**src/rtl/core/hrq_pkg.sv**
```systemverilog
`timescale 1ns / 1ps
package hrq_pkg;
   localparam int ID_W         = 8;
   localparam int EST_W        = 16;
   localparam int WAIT_W       = 16;
   localparam int AGE_W        = 8;
   localparam int KIND_W       = 2;
   localparam int STATUS_W     = 2;
   localparam int DEFAULT_DEPTH = 16;

   localparam logic [KIND_W-1:0] KIND_ENQUEUE  = 2'd0;
   localparam logic [KIND_W-1:0] KIND_DISPATCH = 2'd1;
   localparam logic [KIND_W-1:0] KIND_TICK     = 2'd2;

   localparam logic [STATUS_W-1:0] STATUS_DONE  = 2'd0;
   localparam logic [STATUS_W-1:0] STATUS_FULL  = 2'd1;
   localparam logic [STATUS_W-1:0] STATUS_EMPTY = 2'd2;

   typedef struct packed {
      logic              valid;
      logic [ID_W-1:0]   id;
      logic [WAIT_W-1:0] snap;
      logic [EST_W-1:0]  est;
      logic              pre;
      logic              unb;
      logic [AGE_W-1:0]  elapsed;
   } cand_type;

   typedef struct packed {
      logic              wr;
      logic              tick;
      logic              clr;
      logic [ID_W-1:0]   id;
      logic [EST_W-1:0]  est;
      logic [WAIT_W-1:0] wait_val;
      logic              pre;
      logic              unb;
      logic [AGE_W-1:0]  arrival;
   } ctl_type;
endpackage

```
**src/rtl/core/hrq_cell.sv**
```systemverilog
`timescale 1ns / 1ps
module hrq_cell
   import hrq_pkg::*;
#(
   parameter int IW = 4,
   parameter logic [IW-1:0] SLOT = '0
) (
   input  logic          clock,
   input  logic          reset,
   input  ctl_type       ctl,
   input  logic          sel,
   input  cand_type      cand_in,
   input  logic [IW-1:0] idx_in,
   output cand_type      cand_out,
   output logic [IW-1:0] idx_out,
   output logic          valid
);
   logic              valid_ff;
   logic [ID_W-1:0]   id_ff;
   logic [EST_W-1:0]  est_ff;
   logic [WAIT_W-1:0] wait_ff;
   logic [WAIT_W-1:0] snap_ff;
   logic              pre_ff;
   logic              unb_ff;
   logic [AGE_W-1:0]  age_ff;
   cand_type          cand_ff;
   cand_type          cand_in_mine;
   logic [IW-1:0]     idx_ff;
   logic [EST_W-1:0]  eff_est;
   logic [31:0]       lhs, rhs;
   logic              beats, take;

   assign eff_est = (est_ff == '0) ? EST_W'(1) : est_ff;
   assign lhs = 32'(snap_ff) * 32'(cand_in.est);
   assign rhs = 32'(cand_in.snap) * 32'(eff_est);

   always_comb begin
      cand_in_mine.valid   = 1'b1;
      cand_in_mine.id      = id_ff;
      cand_in_mine.snap    = snap_ff;
      cand_in_mine.est     = eff_est;
      cand_in_mine.pre     = pre_ff;
      cand_in_mine.unb     = unb_ff;
      cand_in_mine.elapsed = ctl.arrival - age_ff;
      priority if (lhs != rhs) beats = lhs > rhs;
      else if (pre_ff != cand_in.pre) beats = !pre_ff;
      else if (unb_ff != cand_in.unb) beats = unb_ff;
      else beats = cand_in_mine.elapsed > cand_in.elapsed;
      take = valid_ff && (!cand_in.valid || beats);
   end

   always_ff @(posedge clock) begin
      if (reset) begin
         cand_ff <= '0;
         idx_ff  <= '0;
      end else begin
         cand_ff <= take ? cand_in_mine : cand_in;
         idx_ff  <= take ? SLOT : idx_in;
      end
      if (ctl.wr && sel) begin
         id_ff   <= ctl.id;
         est_ff  <= ctl.est;
         wait_ff <= ctl.wait_val;
         snap_ff <= ctl.wait_val;
         pre_ff  <= ctl.pre;
         unb_ff  <= ctl.unb;
         age_ff  <= ctl.arrival;
      end else if (ctl.wr) begin
         snap_ff <= wait_ff;
      end else if (ctl.clr && sel) begin
         wait_ff <= '0;
      end else if (ctl.tick && valid_ff && wait_ff != '1) begin
         wait_ff <= wait_ff + WAIT_W'(1);
      end
      if (reset) begin
         valid_ff <= 1'b0;
      end else if (ctl.wr && sel) begin
         valid_ff <= 1'b1;
      end else if (ctl.clr && sel) begin
         valid_ff <= 1'b0;
      end
   end

   assign cand_out = cand_ff;
   assign idx_out  = idx_ff;
   assign valid    = valid_ff;
endmodule

```
**config.mk**
```make
export PLATFORM = sky130hd
export DESIGN_NAME = hrq_cell
export DESIGN_NICKNAME = d
export VERILOG_FILES = /design/src/rtl/core/hrq_pkg.sv /design/src/rtl/core/hrq_cell.sv
export SDC_FILE = /design/constraint.sdc
export NUM_CORES = 1
export LEC_CHECK = 0
export BUFFER_PORTS_ARGS = -buffer_cell sky130_fd_sc_hd__buf_2
export CAP_MARGIN = 30
export CORE_UTILIZATION = 38
export CTS_BUF_LIST = sky130_fd_sc_hd__clkbuf_2
export CTS_CLUSTER_SIZE = 24
export DETAILED_ROUTE_END_ITERATION = 12
export GPL_TIMING_DRIVEN = 0
export SYNTH_ARGS = -nofsm -noshare
export SYNTH_HDL_FRONTEND = slang
export SYNTH_SLANG_ARGS = --single-unit
```
**constraint.sdc**
```tcl
create_clock -name clock -period 8.05 [get_ports clock]
set_input_delay 0.805 -clock clock [delete_from_list [all_inputs] [get_ports clock]]
set_output_delay 0.805 -clock clock [all_outputs]
set_load 0.05 [all_outputs]
```
# After elaboration in Yosys (flattened, before gate mapping)
# Index checks and enable logic that the tools add are counted.
# classes
mux	13
eq_ne	5
order_cmp	2
reduce_logical	14
mul	2
add_sub_neg	2
# ops
operator	n
two-way mux 16 bit	7
multiplier 16 x 16 -> 32 bit	2
two-way mux 51 bit	1
greater-than comparator 32 bit	1
!= test 32 bit	1
adder 16 x 1 -> 16 bit, second input constant	1
logical NOT 16 bit	1
!= test 16 bit, second input constant	1
greater-than comparator 8 bit	1
subtractor 8 bit	1
logical AND 1 bit	5
two-way mux 1 bit	5
nonzero test 2 bit	2
nonzero test 3 bit	1
logical NOT 1 bit	2
!= test 1 bit	2
!= test 2 x 1 -> 1 bit, second input constant	1
AND reduction 2 bit	1
OR reduction 2 bit	1
logical OR 1 bit	1
# word_totals
in_bits	111
elab_cells	54
out_inout_bits	56
regBits	122

# Logic depth before layout (Yosys ltp)
# depth
word_depth	8
depth_mapped	33
depth_no_buf	30

# Least setup slack after synthesis
# No wires, ideal clock.
# synth_path
path_type	input to register
startpoint	input cand_in[14] (netlist bit)
endpoint	register cand_ff, in the netlist cand_out[0]
setup_ps	121
arrival_time_ps	7996
required_ps	7929
path_buffers	3
slack_ps	-67
path_stages	31
cell_sequence	clkbuf_1 -> clkbuf_1 -> nand2_1 -> fa_1 -> inv_1 -> fa_1 -> inv_1 -> fa_1 -> fa_1 -> inv_1 -> fa_1 -> inv_1 -> fa_1 -> inv_1 -> ha_1 -> and3_1 -> a221oi_2 -> nand3b_1 -> a31oi_1 -> o31ai_2 -> o211ai_1 -> a21oi_1 -> xnor2_1 -> ha_1 -> nand4_1 -> nor4_1 -> a21boi_0 -> a41oi_1 -> a21oi_1 -> buf_6 -> mux2_2
# synth_via
elab_chain_cells	6
elab_cells_between_ends	7
classes_between	mul: 1; order compare: 1; eq/ne: 1; mux: 2; reduce/logical: 2
# synth_rtl
item	line	rtl
start, declared	hrq_cell.sv:12	input cand_type cand_in,
multiplier 16 x 16 -> 32 bit (*)	hrq_cell.sv:34	assign lhs = 32'(snap_ff) * 32'(cand_in.est);
greater-than comparator 32 bit or != test 32 bit (tied branches)	hrq_cell.sv:45	priority if (lhs != rhs) beats = lhs > rhs;
two-way mux 1 bit (*)	hrq_cell.sv:45	
logical OR 1 bit (*)	hrq_cell.sv:49	take = valid_ff && (!cand_in.valid || beats);
logical AND 1 bit (*)	hrq_cell.sv:49	
two-way mux 51 bit (*)	hrq_cell.sv:57	cand_ff <= take ? cand_in_mine : cand_in;
end signal, assigned	hrq_cell.sv:57	
end, declared	hrq_cell.sv:26	cand_type cand_ff;
# Mark *: on every way between the ends. The rest lies on a longest branch, timed or not.
# A chain may end at the register's enable or synchronous reset.

# Worst setup path in the final report
# layout_path
startpoint	register snap_ff[6]
endpoint	register cand_ff, in the netlist cand_out[18]
# layout_via
elab_chain_cells	6
elab_cells_between_ends	7
classes_between	mul: 1; order compare: 1; eq/ne: 1; mux: 2; reduce/logical: 2
# layout_rtl
item	line	rtl
start, declared	hrq_cell.sv:22	logic [WAIT_W-1:0] snap_ff;
start signal, assigned	hrq_cell.sv:64	snap_ff <= ctl.wait_val;
start signal, assigned	hrq_cell.sv:69	snap_ff <= wait_ff;
multiplier 16 x 16 -> 32 bit (*)	hrq_cell.sv:34	
greater-than comparator 32 bit or != test 32 bit (tied branches)	hrq_cell.sv:45	
two-way mux 1 bit (*)	hrq_cell.sv:45	
logical OR 1 bit (*)	hrq_cell.sv:49	
logical AND 1 bit (*)	hrq_cell.sv:49	
two-way mux 51 bit (*)	hrq_cell.sv:57	
# Marked as above.

==> metrics <==
outcome=finished with violations; violated checks=setup timing; share of post-route cells with drive strength above 1=about 13%; Syn Std Cell Area=approximately 0.023 mm²; most instantiated library cell after synthesis=sky130_fd_sc_hd__inv_1; sequential-to-total area share from yosys stat=13.5%; pin count of the biggest net entering global routing=29; area of the multi-input gates=0.0180 mm²; Final nets=approximately 3600; Clock Tree Buf Depth=2; worst path required time=~9 ns; category of the most critical setup path=register to register; delay contributed by the slowest stage of the critical path=~0.6 ns; global-route wire length before repair=between 100 and 150 mm; fin cells=3623; count of vias placed by the detailed router=approximately 19000; Synth Instances=2548; Crit Path Max Fanout=10; number of antenna violations at the first check in global routing=7; Clock Sinks=approximately 120; Final Hold Viols=0; top-level port count=167; GP Congestion=approximately 0.92; clock-pin slew of the registers on the worst-case setup and hold paths=about 0.2 ns; CP dominant cell by count=sky130_fd_sc_hd__fa_1; Maximum Capacitance Violations=0; post-placement worst setup slack=-2.24 ns; met2 wire length=between 30 and 40 mm; endpoint type of the worst setup path=register; area used by sequential logic in the layout=~0.0031 mm²; core region area=0.0592 mm²; count of nets left with antenna violations after detail routing=0; flop and latch count out of synthesis=about 120; final critical-path required period=roughly 8.1 ns; number of CTS-inserted buffers=17; Top FF cell, synth=sky130_fd_sc_hd__edfxtp_1; arrival time at the worst endpoint=around 9.0 ns; Routed met1 length=29.9 mm; clock insertion delay at the later pin of the skew report=approximately 1.0 ns; average cell area after synthesis=around 9 µm²; Die Area=roughly 0.06 mm²; total global-route track usage=between 20% and 30%; number of port buffers=156; Initial Utilization=slightly below 40%; number of enable flip-flop cells after synthesis=between 60 and 70; total iterations of the first detailed-routing run=7; top-area cell type share of the netlist area=34.0%; vias per cell=just over 5; buffer cell driving the clock tree root=sky130_fd_sc_hd__clkbuf_2; number of H-tree branching levels=4; number of standard-cell rows in the floorplan=between 80 and 90; final setup fails=27; starting DRC count in detailed routing=around 1100; cell with the largest stage delay on the worst path=sky130_fd_sc_hd__edfxtp_1; instance area at placement=0.0247 mm²; total detailed-routing wirelength=71.7 mm; maximum clock rate=around 0.12 GHz; post-route DRC violation count=0; library cell occupying the most area in the post-synthesis netlist=sky130_fd_sc_hd__fa_1; final-layout fill cell count=5782; vias in the first global route=approximately 20000; commonest cells in the synthesized netlist=sky130_fd_sc_hd__inv_1, sky130_fd_sc_hd__nand2_1, sky130_fd_sc_hd__fa_1; Mapped Nets=roughly 3300; Distinct cells, synth=62; Worst Setup Slack, final=-0.0847 ns; final routed wire length divided by cell count=about 20 µm; Worst Skew=0.0725 ns; transition time of the tightest slew-check pin=0.867 ns; worst hold slack=about 0.11 ns; Slew Limit Headroom=42.2%; count of pins over their slew limit=0; Post-Place Cells=between 3000 and 4000; Hold/Removal Path Class=input port to register; top cells by area, synth=sky130_fd_sc_hd__fa_1, sky130_fd_sc_hd__ha_1, sky130_fd_sc_hd__edfxtp_1, sky130_fd_sc_hd__inv_1, sky130_fd_sc_hd__nand2_1; number of warning messages in the yosys log=0; met3 routed wirelength=between 5 and 6 mm; cell area after layout=about 0.027 mm²; post-detail-place hpwl=between 50 and 60 mm; RSZ-0062 raised after global routing=yes; Die Ht=around 250 µm; Area growth syn-to-layout=16.5%; clock tree from TritonCTS=done; final period utilization=101%; post-synthesis async set-or-reset flop share=0%; crit start category=register; die outline width=around 250 µm; highest metal used=met5; total congestion overflow=0
-- flip-flops by register name (all words and copies together), names as in the netlist --
signal	cells
age_ff	8
cand_out	51
est_ff	16
id_ff	8
idx_out	4
pre_ff	1
snap_ff	16
unb_ff	1
valid	1
wait_ff	16
-- critical path, delay by kind of cell (launching register included) --
kind / cells / cell delay [ns]
buffers and inverters: 9 / 1.02
flip-flops: 1 / 0.59
AO/OA/AOI/OAI: 5 / 0.90
adder cells (fa/ha/maj): 8 / 3.74
AND/OR/NAND/NOR: 7 / 1.29
multiplexers: 2 / 0.52
-- final timing paths --
path                   start           end  slack (ns)  cells after the start
setup / recovery  snap_ff[6]  cand_out[18]       -0.08                     31
hold / removal       ctl[25]   snap_ff[15]        0.11                      3
setup reg to reg  snap_ff[6]  cand_out[18]       -0.08                     31
hold reg to reg     id_ff[7]  cand_out[49]        0.54                      2
-- cell type report --
class	instances	share of cell area [%]
clock buffers	19	0.356
diodes	5	0.0469
flip-flops and latches	122	11.6
multi-input cells	1817	67.6
inverters	498	7.00
repair buffers	278	7.21
plain buffers	98	2.12
well taps	773	3.62
clock inverters	13	0.450
-- layout by cell type (no fill, tap or decap), types with 41 or more instances in the layout --
| cell | n |
|---|---|
| sky130_fd_sc_hd__buf_4 | 59 |
| sky130_fd_sc_hd__fa_1 | 388 |
| sky130_fd_sc_hd__a21oi_1 | 57 |
| sky130_fd_sc_hd__ha_1 | 240 |
| sky130_fd_sc_hd__inv_1 | 493 |
| sky130_fd_sc_hd__and2_1 | 205 |
| sky130_fd_sc_hd__nand2_1 | 483 |
| sky130_fd_sc_hd__dfxtp_1 | 56 |
| sky130_fd_sc_hd__o21ai_0 | 49 |
| sky130_fd_sc_hd__buf_2 | 159 |
| sky130_fd_sc_hd__xnor2_1 | 42 |
| sky130_fd_sc_hd__clkbuf_2 | 41 |
| sky130_fd_sc_hd__clkbuf_1 | 50 |
| sky130_fd_sc_hd__dlygate4sd3_1 | 56 |
| sky130_fd_sc_hd__edfxtp_1 | 66 |
-- logic make-up (layout without fill, tap and decap cells) --
group / count (synthesis) / after routing / synth area share [%]
AOI/OAI and AO/OA: 228 / 228 / 6.75
xor gates and xnor gates: 69 / 69 / 2.64
buffers and inverters: 609 / 906 / 10.2
muxes: 49 / 49 / 2.15
and+or+nand+nor: 826 / 826 / 16.8
adders and majority gates: 645 / 645 / 48.0
other: 0 / 5 / 0
DFF: 122 / 122 / 13.5
-- metrics by stage --
| stage | utilization, % | setup TNS (ns) |
|---|---|---|
| 3_3_place_gp | 41.6 | -105.20 |
| 5_1_grt | 45.0 | -17.05 |
| 4_1_cts | 44.7 | -0.0125 |
| 3_5_place_dp | 41.7 | -107.44 |
| 2_1_floorplan | - | 0 |
| 6_report | 45.0 | -1.36 |
-- timing repair --
action | 4_1_cts | 5_1_grt
resized for setup | 136 | 43
hold buffers | 56 | 0
setup buffers | 59 | 3
endpoints found under the setup margin | 54 | 54
pin swaps | 24 | 23
hold endpoints to repair | 56 | 0
gates cloned | 2 | 1
-- per-layer routing --
| metal | GRT usage [%] | vias to the layer above |
|---|---|---|
| met1 | 31.1 | 9488 |
| met3 | 4.89 | 146 |
| li1 | - | 8445 |
| met2 | 40.1 | 715 |
| met4 | 10.5 | 2 |
| met5 | 0 | - |
Power is not shown: default switching activity piles up to over one toggle a cycle in this logic, so the estimate is an artifact.
